File: src/rtl/core/arsc_pkg.sv
// ----------------------------------------------------------------------------
// arsc_pkg
// Shared constants for the anisotropic radius scaling pipeline.
// ----------------------------------------------------------------------------
package arsc_pkg;

   // default radius word width (Q24.24)
   localparam int unsigned WORD_BITS_DEF = 48;

   // multiplier stages ahead of the root pipe
   localparam int unsigned MULT_STAGES = 2;

endpackage

File: src/rtl/core/arsc_sum.sv
// ----------------------------------------------------------------------------
// arsc_sum
// Registered saturating three-way sums for the scaled radii.
// ----------------------------------------------------------------------------
module arsc_sum #(
   parameter int unsigned WORD_BITS = 48
) (
   input  logic                 clock,
   input  logic                 reset,
   input  logic                 en,
   input  logic                 in_valid,
   input  logic [WORD_BITS-1:0] rad_a,
   input  logic [WORD_BITS-1:0] rad_b,
   input  logic [WORD_BITS-1:0] rad_c,
   input  logic [WORD_BITS-1:0] g_ab,
   input  logic [WORD_BITS-1:0] g_ac,
   input  logic [WORD_BITS-1:0] g_bc,
   output logic                 out_valid,
   output logic [WORD_BITS-1:0] out_a,
   output logic [WORD_BITS-1:0] out_b,
   output logic [WORD_BITS-1:0] out_c,
   output logic                 out_sat
);
   import arsc_pkg::*;

   localparam int unsigned SW = WORD_BITS + 2;

   logic [SW-1:0]        sa, sb, sc;
   logic                 oa, ob, oc;
   logic [WORD_BITS-1:0] a_ff, a_in, b_ff, b_in, c_ff, c_in;
   logic                 sat_ff, sat_in;
   logic                 valid_ff, valid_in;

   always_comb begin
      sa = SW'(rad_a) + SW'(g_ab) + SW'(g_ac);
      sb = SW'(rad_b) + SW'(g_ab) + SW'(g_bc);
      sc = SW'(rad_c) + SW'(g_ac) + SW'(g_bc);
      oa = |sa[SW-1:WORD_BITS];
      ob = |sb[SW-1:WORD_BITS];
      oc = |sc[SW-1:WORD_BITS];
      a_in   = oa ? '1 : sa[WORD_BITS-1:0];
      b_in   = ob ? '1 : sb[WORD_BITS-1:0];
      c_in   = oc ? '1 : sc[WORD_BITS-1:0];
      sat_in = oa | ob | oc;
      valid_in = in_valid;
   end

   always_ff @(posedge clock) begin
      if (reset) begin
         valid_ff <= 1'b0;
      end else if (en) begin
         valid_ff <= valid_in;
      end
   end

   always_ff @(posedge clock) begin
      if (en) begin
         a_ff   <= a_in;
         b_ff   <= b_in;
         c_ff   <= c_in;
         sat_ff <= sat_in;
      end
   end

   assign out_valid = valid_ff;
   assign out_a     = a_ff;
   assign out_b     = b_ff;
   assign out_c     = c_ff;
   assign out_sat   = sat_ff;

endmodule

File: config.mk
export PLATFORM = sky130hd
export DESIGN_NAME = arsc_sum
export DESIGN_NICKNAME = d
export VERILOG_FILES = /design/src/rtl/core/arsc_pkg.sv /design/src/rtl/core/arsc_sum.sv
export SDC_FILE = /design/constraint.sdc
export NUM_CORES = 1
export LEC_CHECK = 0
export ABC_AREA = 0
export BUFFER_PORTS_ARGS = -buffer_cell sky130_fd_sc_hd__buf_2
export CAP_MARGIN = 20
export CORE_MARGIN = 3
export CORE_UTILIZATION = 40
export CTS_CLUSTER_DIAMETER = 60
export DETAILED_ROUTE_END_ITERATION = 12
export SYNTH_ARGS = -nofsm -noshare
export SYNTH_HDL_FRONTEND = slang
export SYNTH_SLANG_ARGS = --single-unit
File: constraint.sdc
create_clock -name clock -period 5.5 [get_ports clock]
set_input_delay 0.55 -clock clock [delete_from_list [all_inputs] [get_ports clock]]
set_output_delay 0.55 -clock clock [all_outputs]
set_load 0.02 [all_outputs]
==> summary.txt, run 1 <==
Run status
  • Outcome: complete, no violations

Cells and area
  • # fillers: 3765
  • Post-layout nets: 2622
  • Ant diodes: 0
  • Area Overhead vs Synth: 20.1%
  • Share of cells above drive strength 1: 24.4%

Worst setup path
  • Top fanout value on the critical path: 33
  • Worst Path Arrival: 5160 ps
  • CP Capture Point: out_c[8]
  • Setup Crit Path Kind: input port to register
  • Slowest cell on crit path: fa_1
  • Max incr delay on CP: 550 ps
  • Most used cell, CP: fa_1
  • Worst Setup End Kind: register
  • RR Startpoint: out_valid
  • Worst reg2reg endpoint: out_valid
  • Req. time, crit path: 5820 ps
  • Worst r2r path cells: 2
  • Worst reg-to-reg setup slack: 4930 ps
  • CP Cell Sequence: buf_2, fa_1, ha_1, inv_1, fa_1, nor2b_1, o31a_1, o311ai_1, o31a_2, o21ai_0, a21oi_1, o221ai_1, a31oi_1, mux2_4, buf_12, nand2_1
  • Setup crit start kind: input port
  • CP startpoint: rad_c[1]

Timing
  • Min cycle time layout: 4840 ps
  • Final hold violation count: 0
  • Relative slew slack: 47.2%
  • RSZ-0062 raised after global routing: false
  • Final setup margin: 662 ps
  • Worst Tran Pin Value: 781 ps
  • Part of the cycle the worst path needs: 88.0%
  • Peak Freq: 207 MHz
  • Number of setup violations in the final report: 0
  • Setup TNS Final: 0 ps
  • Clock skew: 0 ps
  • Final max-slew violation count: 0

Synthesis
  • Post-Syn Area: 16100 um^2
  • Synth unique cells: 78
  • Top post-synthesis cells by area: edfxtp_1, fa_1, ha_1
  • Top cells by count, synth: nand2_1, a21oi_1, fa_1
  • Cell taking the most area after synthesis: edfxtp_1
  • Synth Instances: 1649
  • Post-synth EDFFs: 145
  • Synthesized Nets: 2229
  • Top FF cell, synth: edfxtp_1
  • Most frequent cell after synthesis: nand2_1
  • Synthesized flop and latch total: 146
  • Avg Cell Area, Syn: 9.78 um^2
  • Ys async rst share: 0%
  • Sequential area share after synthesis: 27.1%
  • Top-area cell type share of the netlist area: 27.0%
  • Synthesis Warnings: 0

Detailed routing
  • Routed Antenna Nets: 0
  • Drt wl/cell: 22.4 um
  • DR DRC count: 0
  • Vias per cell: 5.67
  • DRT Pass-1 Iters: 5
  • Vias: 14600
  • DRT Wirelength: 57700 um
  • Initial DRC Count: 1009

Floorplan
  • Die width: 207 um
  • Row count: 72
  • Area of the core: 39200 um^2
  • Top-Level Pins: 438
  • Starting Density: 41.1%
  • Die height: 207 um
  • Die area: 42700 um^2

Clocking
  • Clock transition at the registers of the reported paths: 70 ps
  • CTS Buffer Depth: 2
  • Post-cts gate resize count: 0
  • Setup repair bufs after CTS: 0
  • Clk sink count: 146
  • CTS tree: built
  • Htree depth: 4
  • Hold_buf cts: 0
  • Num CTS Buffers: 17
  • Clk root buf: clkbuf_16
  • Clk_lat worst skew: 450 ps

Place
  • Placer congestion estimate: 0.945
  • DP Wirelength: 49200 um
  • PortBufs: 437
  • Place WS: 176 ps

Power and ir drop
  • Leakage power total: 8.54 nW
  • Worst vdd ir: 0.199 mV
  • Power per cell area: 340 nW/um^2

Global route
  • GRT Residual Overflow: 0
  • Largest net degree at the start of global routing: 73
  • First-pass GRT wire length: 85600 um
  • Vias in the first global route: 14700
  • Initial antenna violation count: 0
  • Aggregate global-route resource usage: 26.7%

Worst hold path
  • Worst hold path type: input port to register
  • Hold_sp: reset

Flow run
  • Max_cap viols: 0
[worst max-delay path: cells and delay by family]
| family | cells | cell delay (ps) |
|---|---|---|
| AO/OA/AOI/OAI | 7 | 2240 |
| adder cells (fa/ha/maj) | 3 | 1180 |
| multiplexers | 1 | 420 |
| buffers and inverters | 3 | 390 |
| AND/OR/NAND/NOR | 2 | 300 |
[state kept, by name, summed over array words and instances, names as in the netlist]
| name | count |
|---|---|
| out_a | 48 |
| out_b | 48 |
| out_sat | 1 |
| out_c | 48 |
| out_valid | 1 |
[cell families (layout without fill, tap and decap cells)]
logic type                 Yosys count  count (layout)  share of synthesized area, %
DFF                                146             146                          27.1
buffers and inverters              120             526                          3.16
muxes                                3               3                         0.241
adders and majority gates          288             288                          29.2
and+or+nand+nor                    469             469                          13.5
AOI/OAI and AO/OA                  506             506                          20.4
xor gates and xnor gates           117             117                          6.36
[worst min-delay path by stage]
stage	slack, ps	end	depth (start not counted)
3_5_place_dp	470	out_valid	2
6_report	240	out_valid	2
4_1_cts	220	out_valid	2
2_1_floorplan	580	out_valid	2
5_1_grt	230	out_valid	2
3_3_place_gp	470	out_valid	2
[through the flow]
| step | util (%) | hold slack, ps | cell area, um^2 | total power, W | instances |
|---|---|---|---|---|---|
| 2_1_floorplan | - | 579 | 16100 | 0.00407 | 1649 |
| 3_3_place_gp | 47.9 | 467 | 18800 | 0.00529 | 2541 |
| 3_5_place_dp | 47.9 | 474 | 18800 | 0.00530 | 2541 |
| 4_1_cts | 49.4 | 220 | 19400 | 0.00660 | 2573 |
| 5_1_grt | 49.4 | 227 | 19400 | 0.00702 | 2573 |
| 6_report | 49.4 | 240 | 19400 | 0.00659 | 2573 |
[power breakdown]
| part | internal [W] | switching (W) |
|---|---|---|
| combinational | 0.00138 | 0.00228 |
| sequential | 0.00154 | 0.000106 |
| clock | 0.000695 | 0.000583 |
[cells in the final DEF (no fill, tap or decap), types with 7 or more instances in the layout]
master,netlist,routed
edfxtp_1,145,145
a211oi_1,13,13
o21a_1,22,22
nand3_1,29,29
fa_1,147,147
clkbuf_16,0,17
a21oi_1,154,154
buf_2,8,436
o211ai_1,9,9
and2_1,9,9
ha_1,141,141
nand2b_1,18,18
nor2_1,65,65
xor2_1,47,47
nand2_1,225,225
a21o_1,91,91
nand4_1,43,43
o31ai_1,13,13
o21bai_1,24,24
a31oi_1,15,15
xnor2_1,70,70
nor3_1,23,23
o21ai_0,104,104
inv_8,0,7
nor2b_1,19,19
and3_1,13,13
inv_1,48,48
[final cells by class]
type	count	area [um^2]	share of cell area, %
inverter	48	180	0.930
clock inverter	15	188	0.969
tap	518	648	3.35
timing repair buffer	446	2300	11.9
clock buffer	17	425	2.20
sequential	146	4370	22.6
multi-input combinational	1383	11300	58.1
[routing by layer]
layer / GRT usage, % / share of wire, %
met1: 35.9 / 43
met2: 45.4 / 48
met3: 3.87 / 7.3
met4: 6.79 / 2.2
met5: 0 / 0
(Power assumes the default switching activity.)
==> run 2, diff against run 1 <==
CORE_UTILIZATION = 55   (was 40)
PLACE_DENSITY = 0.83   (was default)
SLEW_MARGIN = 10   (was default)
==> summary.txt, run 2 (synthesized netlist as in run 1, its figures left out) <==
Worst setup path
  • Top fanout value on the critical path: 49 (was 33)
  • Req. time, crit path: 5770 ps (was 5820 ps)
  • Setup Crit Path Kind: input port to register (unchanged)
  • Slowest cell on crit path: fa_1 (unchanged)
  • Worst Path Arrival: 4880 ps (was 5160 ps)
  • Setup crit start kind: input port (unchanged)
  • Max incr delay on CP: 540 ps (was 550 ps)
  • CP Cell Sequence: buf_2, fa_1, ha_1, inv_1, fa_1, nor2b_1, o31a_1, o311ai_1, o31a_2, o21ai_0, a21oi_1, o221ai_1, a31oi_1, mux2_4, o21ai_0 (was buf_2, fa_1, ha_1, inv_1, fa_1, nor2b_1, o31a_1, o311ai_1, o31a_2, o21ai_0, a21oi_1, o221ai_1, a31oi_1, mux2_4, buf_12, nand2_1)
  • Top Family by Delay on Critical Path: compound AO/OA/AOI/OAI gates (unchanged)
  • Worst Path Buf+Inv: 2 (was 3)
  • Worst Setup End Kind: register (unchanged)

Detailed routing
  • Met2 Wirelength: 26000 um (was 27500 um)
  • Routed Antenna Nets: 0 (unchanged)
  • DR DRC count: 0 (unchanged)
  • Top sig layer: met4 (unchanged)
  • DRT Pass-1 Iters: 7 (was 5)
  • DRT Wirelength: 55200 um (was 57700 um)
  • Vias: 15100 (was 14600)
  • Met3 wire len: 5410 um (was 4220 um)
  • Initial DRC Count: 1462 (was 1009)
  • Met1 WL: 21000 um (was 24600 um)
  • Drt wl/cell: 22.7 um (was 22.4 um)
  • Vias per cell: 6.18 (was 5.67)

Place
  • PortBufs: 437 (unchanged)
  • DP Wirelength: 46400 um (was 49200 um)
  • Placer congestion estimate: 1.01 (was 0.945)
  • Place WS: 523 ps (was 176 ps)

Clocking
  • Clk sink count: 146 (unchanged)
  • Setup repair bufs after CTS: 0 (unchanged)
  • Htree depth: 4 (unchanged)
  • Post-cts gate resize count: 0 (unchanged)
  • Hold_buf cts: 0 (unchanged)
  • CTS tree: built (unchanged)
  • Clk_lat worst skew: 430 ps (was 450 ps)
  • CTS Buffer Depth: 2 (unchanged)
  • Clock transition at the registers of the reported paths: 70 ps (about the same)
  • Clk root buf: clkbuf_16 (unchanged)
  • Num CTS Buffers: 17 (unchanged)

Timing
  • Worst Tran Pin Value: 1110 ps (was 781 ps)
  • Part of the cycle the worst path needs: 83.7% (was 88.0%)
  • Final hold violation count: 0 (unchanged)
  • Clock skew: 0 ps (unchanged)
  • Number of setup violations in the final report: 0 (unchanged)
  • Hold slack: 272 ps (was 240 ps)
  • Final max-slew violation count: 0 (unchanged)
  • Setup TNS Final: 0 ps (unchanged)
  • Min cycle time layout: 4600 ps (was 4840 ps)
  • RSZ-0062 raised after global routing: false (unchanged)
  • Final setup margin: 896 ps (was 662 ps)
  • Peak Freq: 217 MHz (was 207 MHz)
  • Relative slew slack: 25.9% (was 47.2%)

Power and ir drop
  • Power per cell area: 345 nW/um^2 (was 340 nW/um^2)
  • Worst vdd ir: 0.252 mV (was 0.199 mV)
  • Pwr Total: 0.00660 W (was 0.00659 W)
  • Leakage power total: 8.52 nW (was 8.54 nW)

Cells and area
  • Post-layout nets: 2617 (was 2622)
  • Most frequent cells in the layout: buf_2, nand2_1, a21oi_1 (unchanged)
  • Share of cells above drive strength 1: 24.2% (was 24.4%)
  • Area Overhead vs Synth: 18.9% (was 20.1%)
  • # fillers: 2321 (was 3765)
  • Commonest non-fill, non-tap cell in the layout: buf_2 (unchanged)

Worst hold path
  • Worst hold path type: input port to register (unchanged)

Global route
  • Largest net degree at the start of global routing: 107 (was 73)
  • Aggregate global-route resource usage: 34.7% (was 26.7%)
  • GRT Residual Overflow: 0 (unchanged)
  • Initial antenna violation count: 1 (was 0)
  • Vias in the first global route: 14800 (was 14700)
  • First-pass GRT wire length: 83000 um (was 85600 um)

Run status
  • Outcome: complete, no violations (unchanged)

Floorplan
  • Top-Level Pins: 438 (unchanged)
  • Area of the core: 28800 um^2 (was 39200 um^2)
  • Die area: 31400 um^2 (was 42700 um^2)
  • Row count: 62 (was 72)
  • Die height: 177 um (was 207 um)
  • Die width: 177 um (was 207 um)
  • Starting Density: 56.0% (was 41.1%)

Flow run
  • Max_cap viols: 0 (unchanged)
[run 2: power breakdown]
group	internal (W)	leakage (nW)	total [W]	switching (W)
sequential	0.00154	1.46	0.00164	0.0000970
combinational	0.00137	6.75	0.00366	0.00229
clock	0.000741	0.316	0.00131	0.000568
[run 2: final timing paths]
path	slack, ps	cells past startpoint	startpoint	end
max	900	15	rad_c[1]	out_c[4]
min	270	2	reset	out_valid
min reg2reg	500	2	out_valid	out_valid
max reg2reg	4910	2	out_valid	out_valid
[run 2: routing by layer]
layer	up-vias	global-route usage (%)
met5	-	0
met4	0	15.7
met3	168	7.12
met2	945	57.3
met1	7156	44.0
li1	6790	-
[run 2: cell type report]
type / instances / area [um^2] / share of cell area, %
antenna: 1 / 2.50 / 0.0131
clock buffer: 17 / 425 / 2.22
timing repair buffer: 441 / 2240 / 11.7
inverter: 48 / 180 / 0.940
multi-input combinational: 1383 / 11300 / 58.7
sequential: 146 / 4370 / 22.8
tap: 384 / 480 / 2.51
clock inverter: 15 / 216 / 1.13
[run 2: worst reg2reg max path, stage by stage (launching register included)]
cell and delay [ps]:
dfxtp_1 310, mux2i_1 120, nor2_1 50
[run 2: stage by stage]
stage	utilization, %	cells	area (um^2)
final	66.6	2435	19200
after global routing	66.6	2435	19200
after CTS	66.6	2434	19200
after detailed placement	64.4	2402	18500
after global placement	64.4	2402	18500
after floorplan	-	1649	16100
